**src/hw/rtl/sme_pkg.sv**
```systemverilog
// ----------------------------------------------------------------------------
// sme_pkg
// Shared types, opcodes and status codes of the stack machine execute unit.
// ----------------------------------------------------------------------------
package sme_pkg;

	localparam int unsigned StackDepthDefault   = 256;
	localparam int unsigned ProgramDepthDefault = 1024;
	localparam int unsigned DataW = 32;

	typedef enum logic [4:0] {
		OP_NOP = 5'd0, OP_PUSH = 5'd1, OP_POP = 5'd2, OP_DUP = 5'd3, OP_INDUP = 5'd4,
		OP_SWAP = 5'd5, OP_INSWAP = 5'd6, OP_ADD = 5'd7, OP_SUB = 5'd8, OP_MUL = 5'd9,
		OP_DIV = 5'd10, OP_MOD = 5'd11, OP_CEQ = 5'd12, OP_CNE = 5'd13, OP_CGT = 5'd14,
		OP_CLT = 5'd15, OP_CGE = 5'd16, OP_CLE = 5'd17, OP_JMP = 5'd18, OP_ZJMP = 5'd19,
		OP_NZJMP = 5'd20, OP_PRINT = 5'd21, OP_HALT = 5'd22
	} op_t;

	localparam logic [2:0] ST_RUN   = 3'd0;
	localparam logic [2:0] ST_HALT  = 3'd1;
	localparam logic [2:0] ST_END   = 3'd2;
	localparam logic [2:0] ST_OVER  = 3'd3;
	localparam logic [2:0] ST_UNDER = 3'd4;
	localparam logic [2:0] ST_INDEX = 3'd5;
	localparam logic [2:0] ST_DIVZ  = 3'd6;
	localparam logic [2:0] ST_JUMP  = 3'd7;

	// datapath steps commanded by the controller
	typedef enum logic [3:0] {
		DP_IDLE, DP_LATCH, DP_RD_A, DP_RD_B, DP_RD_X, DP_EXEC, DP_DIV_START,
		DP_WR1, DP_WR2, DP_FINISH
	} dp_cmd_t;

	typedef struct packed {
		dp_cmd_t cmd;
	} ctl_t;

	typedef struct packed {
		logic div_busy;
		logic need_x;
		logic is_div;
		logic stopped;
	} stat_t;

endpackage

```
**src/hw/rtl/sme_ctrl.sv**
```systemverilog
// ----------------------------------------------------------------------------
// sme_ctrl
// Sequencer: read operands, run the divider, compute, write back, report.
// ----------------------------------------------------------------------------
module sme_ctrl
	import sme_pkg::*;
(
	input  logic  clk,
	input  logic  arst_n,
	input  logic  in_valid,
	output logic  in_ready,
	output logic  out_valid,
	input  logic  out_ready,
	output logic  cfg_ready,
	output ctl_t  ctl,
	input  stat_t stat
);
	typedef enum logic [3:0] {
		S_IDLE, S_RD_A, S_RD_B, S_RD_X, S_EXEC, S_DIV, S_DIVW, S_WR1, S_CHK, S_WR2, S_FIN,
		S_OUT
	} state_t;

	state_t state_q;

	assign in_ready  = (state_q == S_IDLE);
	assign cfg_ready = (state_q == S_IDLE);
	assign out_valid = (state_q == S_OUT);

	always_comb begin
		ctl.cmd = DP_IDLE;
		unique case (state_q)
			S_IDLE: if (in_valid) ctl.cmd = DP_LATCH;
			S_RD_A: ctl.cmd = DP_RD_A;
			S_RD_B: ctl.cmd = DP_RD_B;
			S_RD_X: ctl.cmd = DP_RD_X;
			S_EXEC: ctl.cmd = DP_EXEC;
			S_DIV:  ctl.cmd = DP_DIV_START;
			S_CHK:  ctl.cmd = DP_WR1;
			S_WR1:  ctl.cmd = DP_WR1;
			S_WR2:  ctl.cmd = DP_WR2;
			S_FIN:  ctl.cmd = DP_FINISH;
			default: ;
		endcase
	end

	// CHK computes the decision into the scratch registers, WR1 writes it.
	always_ff @(posedge clk or negedge arst_n) begin
		if (!arst_n) begin
			state_q <= S_IDLE;
		end else begin
			unique case (state_q)
				S_IDLE: if (in_valid) state_q <= stat.stopped ? S_FIN : S_RD_A;
				S_RD_A: state_q <= S_RD_B;
				S_RD_B: state_q <= stat.need_x ? S_RD_X : S_EXEC;
				S_RD_X: state_q <= S_EXEC;
				S_EXEC: state_q <= stat.is_div ? S_DIV : S_CHK;
				S_DIV:  state_q <= S_DIVW;
				S_DIVW: if (!stat.div_busy) state_q <= S_CHK;
				S_CHK:  state_q <= S_WR1;
				S_WR1:  state_q <= S_WR2;
				S_WR2:  state_q <= S_FIN;
				S_FIN:  state_q <= S_OUT;
				S_OUT:  if (out_ready) state_q <= S_IDLE;
				default: state_q <= S_IDLE;
			endcase
		end
	end
endmodule

```
**config.mk**
```make
export PLATFORM = sky130hd
export DESIGN_NAME = sme_ctrl
export DESIGN_NICKNAME = d
export VERILOG_FILES = /design/src/hw/rtl/sme_pkg.sv /design/src/hw/rtl/sme_ctrl.sv
export SDC_FILE = /design/constraint.sdc
export NUM_CORES = 1
export LEC_CHECK = 0
export BUFFER_PORTS_ARGS = -buffer_cell sky130_fd_sc_hd__buf_4
export CAP_MARGIN = 20
export CORE_AREA = 10 10 47 49
export CTS_CLUSTER_SIZE = 28
export DETAILED_ROUTE_END_ITERATION = 6
export DIE_AREA = 0 0 57 59
export GPL_TIMING_DRIVEN = 1
export HOLD_SLACK_MARGIN = 0.02
export PLACE_DENSITY = 0.76
export SLEW_MARGIN = 15
export SYNTH_ARGS = -nofsm -noshare
export SYNTH_HDL_FRONTEND = slang
export SYNTH_SLANG_ARGS = --single-unit
export TNS_END_PERCENT = 10
```
**constraint.sdc**
```tcl
create_clock -name clk -period 1.62 [get_ports clk]
set_clock_uncertainty 0.15 [all_clocks]
set_input_delay 0.162 -clock clk [delete_from_list [all_inputs] [get_ports clk]]
set_output_delay 0.162 -clock clk [all_outputs]
set_load 0.02 [all_outputs]
```
Word-level counts from Yosys, hierarchy flattened
Cells that the tools add are included.
{"block": "totals", "inputBits": 8, "out_inout_bits": 7, "wordCells": 27, "reg_bits": 4}
{"block": "op_classes", "mux": 9, "reduce_logical": 3, "eq_ne": 14}
{"cell": "4-bit one-hot mux with 12 select lines", "count": 1}
{"cell": "4-bit one-hot mux with 9 select lines", "count": 1}
{"cell": "4-bit two-way mux", "count": 5}
{"cell": "4-bit by 3-bit == test with 1-bit output (second input constant)", "count": 4}
{"cell": "4-bit == test (second input constant)", "count": 4}
{"cell": "4-bit by 2-bit == test with 1-bit output (second input constant)", "count": 2}
{"cell": "4-bit by 1-bit == test with 1-bit output (second input constant)", "count": 1}
{"cell": "4-bit logical NOT", "count": 1}
{"cell": "2-bit inequality test (second input constant)", "count": 2}
{"cell": "3-bit two-way mux", "count": 1}
{"cell": "3-bit AND reduction", "count": 1}
{"cell": "2-bit by 1-bit inequality test with 1-bit output (second input constant)", "count": 1}
{"cell": "2-bit OR reduction", "count": 1}
{"cell": "1-bit two-way mux", "count": 1}

Depth between registers and ports, before layout
{"block": "depth", "depth_word": 3, "mapped_depth": 6, "depth_no_buf": 4}

Worst setup path before layout
Ideal clock, no wire load.
{"block": "synth_timing", "kind": "register to output", "from": "reg state_q[0]", "to": "out in_ready", "t_required_ns": 1.308, "n_path_buf": 2, "slack_ns": -0.089, "arrival_ns": 1.397, "stages_incl_launch_ff": 4, "path_cell_list": "dfrtp_1 buf_6 nor4_2 buf_4"}
{"block": "synth_between", "elab_chain_len": 1}
{"item": "start: declaration", "line_no": "sme_ctrl.sv:23", "source": "state_t state_q;"}
{"item": "start signal: assignment", "line_no": "sme_ctrl.sv:52", "source": "S_IDLE: if (in_valid) state_q <= stat.stopped ? S_FIN : S_RD_A;"}
{"item": "start signal: assignment", "line_no": "sme_ctrl.sv:54", "source": "S_RD_B: state_q <= stat.need_x ? S_RD_X : S_EXEC;"}
{"item": "start signal: assignment", "line_no": "sme_ctrl.sv:56", "source": "S_EXEC: state_q <= stat.is_div ? S_DIV : S_CHK;"}
{"item": "4-bit logical NOT"}
{"item": "end: declaration", "line_no": "sme_ctrl.sv:11", "source": "output logic in_ready,"}
Every way passes these cells.

==> flow_metrics.env <==
export IMPL_status="finished, violations left"
export IMPL_violations="setup timing"
export IMPL_yosysWarningCount=0
export IMPL_drive_above_1_share_pct=57.45
export IMPL_routed_wl_mm=1.907
export IMPL_areaGrowthSynthToFinish_pct=62.30
export IMPL_drc=0
export IMPL_r2r_start="state_q[3]"
export IMPL_dr_pass1_iters=4
export IMPL_synth_cell_type_count=31
export IMPL_rsz0062_at_grt="yes"
export IMPL_cts_path_max_buffers=2
export IMPL_grt_ovfl_total=0
export IMPL_dieArea_um2=3363
export IMPL_synthCells=67
export IMPL_fin_util_pct=61.88
export IMPL_power_leakage_uw=0.0003750
export IMPL_gp_congestion=0.8407
export IMPL_rr_endpoint="state_q[0]"
export IMPL_drtIter0Drc=23
export IMPL_die_w_um=57
export IMPL_p_total_uw=2062
export IMPL_combPwrFrac_pct=80.7
export IMPL_final_setup_worst_slack_ns=-0.1115
export IMPL_clock_latency_ns=0.24
export IMPL_hold_viol_final=0
export IMPL_placed_area_um2=691.9
export IMPL_r2r_slack_ns=0.05
export IMPL_htreeDepth=1
export IMPL_core_area_um2=1401
export IMPL_p_per_area_nw_per_um2=2378
export IMPL_fillers=117
export IMPL_grt_use_total_pct=10.74
export IMPL_first_global_vias=641
export IMPL_power_switching_uw=966.4
export IMPL_mostFrequentLayoutCell="buf_4"
export IMPL_critPathMaxFanout=6
export IMPL_worstMarginPinSlew_ns=0.2650
export IMPL_swShare_pct=46.87
export IMPL_synth_ff_type="dfrtp_1"
export IMPL_rows=14
export IMPL_place_ws_ns=0.04954
export IMPL_slew_violations=0
export IMPL_period_share_pct=106.9
export IMPL_critPathKind="register to output pin"
export IMPL_ir_drop_mv=1.251
export IMPL_crit_path_end="ctl[2]"
export IMPL_maxSlewHeadroom_pct=82.20
export IMPL_final_setup_viol_count=7
export IMPL_reg_largest_list="state_q (4)"
export IMPL_grt_pass1_wl_mm=2.994
export IMPL_die_h_um=59
export IMPL_antenna_found_initial=0
export IMPL_layout_common_cells="buf_4 (21), nor2_1 (10), buf_6 (6)"
export IMPL_root_buffer="clkbuf_4"
export IMPL_clkPwrFrac_pct=6.3
export IMPL_async_flop_share_pct=100.0
export IMPL_wire_per_inst_um=17.34
export IMPL_maxCapViolations=0
export IMPL_start_util_pct=38.12
export IMPL_largest_reg_flops=4
export IMPL_finalNetCount=104
export IMPL_period_needed_ns=1.731
export IMPL_syn_num_nets=75
export IMPL_cts_sinks=4
export IMPL_ys_seq_area_share_pct=18.74
export IMPL_numCtsBuffers=3
export IMPL_ys_seq_elements=4
export IMPL_ios=15
export IMPL_cp_startpoint="state_q[2]"
export IMPL_num_vias=655
export IMPL_netlist_area_um2=534.3
export IMPL_fmax_mhz=577.5
export IMPL_critPathLaunchType="register"
export IMPL_final_area_um2=867.1
export IMPL_drtAntennaViolNets=0
export IMPL_port_buffers=14
export IMPL_fin_setup_tns_ns=-0.4360
export IMPL_cp_data_required_time_ns=1.31
export IMPL_rr_worst_depth=5
export IMPL_via_per_inst=5.955
export IMPL_pwr_share_seq_pct=13.1
export IMPL_synth_avg_cell_area_um2=7.974
export IMPL_post_dp_hpwl_mm=1.255
export IMPL_grt_max_degree=23
export IMPL_path_clk_slew_ns=0.05
export IMPL_cell_internal_pwr_uw=1096
export IMPL_cp_arrival_ns=1.42
export IMPL_min_path_type="input pin to register"
export IMPL_cts_tree="done"
export IMPL_synth_edff_count=0
export IMPL_n_antenna_cell=0
export IMPL_end_kind="output pin"
export IMPL_largest_register="state_q"
cell usage after synthesis (all sizes together) (2+ instances only):
cell / instances / area share (%)
nor3: 2 / 2.8
o21bai: 2 / 2.8
nor2: 11 / 7.7
a221oi: 2 / 5.6
o22ai: 3 / 3.5
buf: 7 / 12
inv: 3 / 2.1
o21ai: 4 / 4.4
nand2b: 4 / 4.7
and4bb: 2 / 4.7
dfrtp: 4 / 19
a21oi: 3 / 2.8
nand2: 6 / 4.2
critical path, cell delays in order (launching register included):
cell	delay, ns
dfrtp_2	0.46
nor2b_4	0.15
o21bai_4	0.17
mux2_2	0.27
buf_6	0.13
stage by stage:
stage,instances,hold slack (ns)
2_1_floorplan,67,-0.2836
3_3_place_gp,100,-0.1915
3_5_place_dp,100,-0.1875
4_1_cts,107,0.06678
5_1_grt,110,0.09410
6_report,110,0.06692
kinds of logic after synthesis:
logic type | share of synthesized area [%]
muxes | 2.108
AOI/OAI and AO/OA | 33.02
DFF | 18.74
and+or+nand+nor | 30.44
xor gates and xnor gates | 1.640
buffers and inverters | 14.05
how the worst min path moves through the flow:
stage          startpoint         end  cells after the start
6_report        out_ready  state_q[0]                      3
5_1_grt         out_ready  state_q[0]                      3
4_1_cts         out_ready  state_q[0]                      3
3_5_place_dp       arst_n  state_q[0]                      1
3_3_place_gp       arst_n  state_q[3]                      1
2_1_floorplan      arst_n  state_q[0]                      0
power groups by stage:
stage          clock (uW)  combinational (uW)  sequential (uW)
2_1_floorplan           0                 952              204
3_3_place_gp            0                1270              232
3_5_place_dp            0                1300              238
4_1_cts               131                1490              251
5_1_grt               138                1770              272
6_report              129                1660              269
layout make-up:
cell class	instances	area [um2]	share of cell area, %
repair buffers	31	284.0	32.76
multi-input cells	53	422.9	48.77
well taps	16	20.02	2.309
inverters	3	13.76	1.587
flip-flops and latches	4	103.9	11.98
clock buffers	3	22.52	2.597
layer usage:
layer / wire [um] / part of all wire, % / vias up / GRT usage [%]
met5: 0 / 0 / - / 0
met4: 24 / 1.3 / 0 / 3.356
met3: 126 / 6.6 / 2 / 3.004
met2: 1022 / 54 / 41 / 20.62
met1: 733 / 38 / 311 / 10.87
li1: - / - / 301 / -
what timing repair did:
item                                    4_1_cts  5_1_grt
endpoints found under the setup margin        7        9
gates cloned                                  0        1
hold endpoints to repair                      4        0
hold buffers                                  1        0
resized for setup                            14        9
pin swaps                                     1        7
buffers inserted                              3        2
No activity file was read; power rests on OpenSTA's default activity.
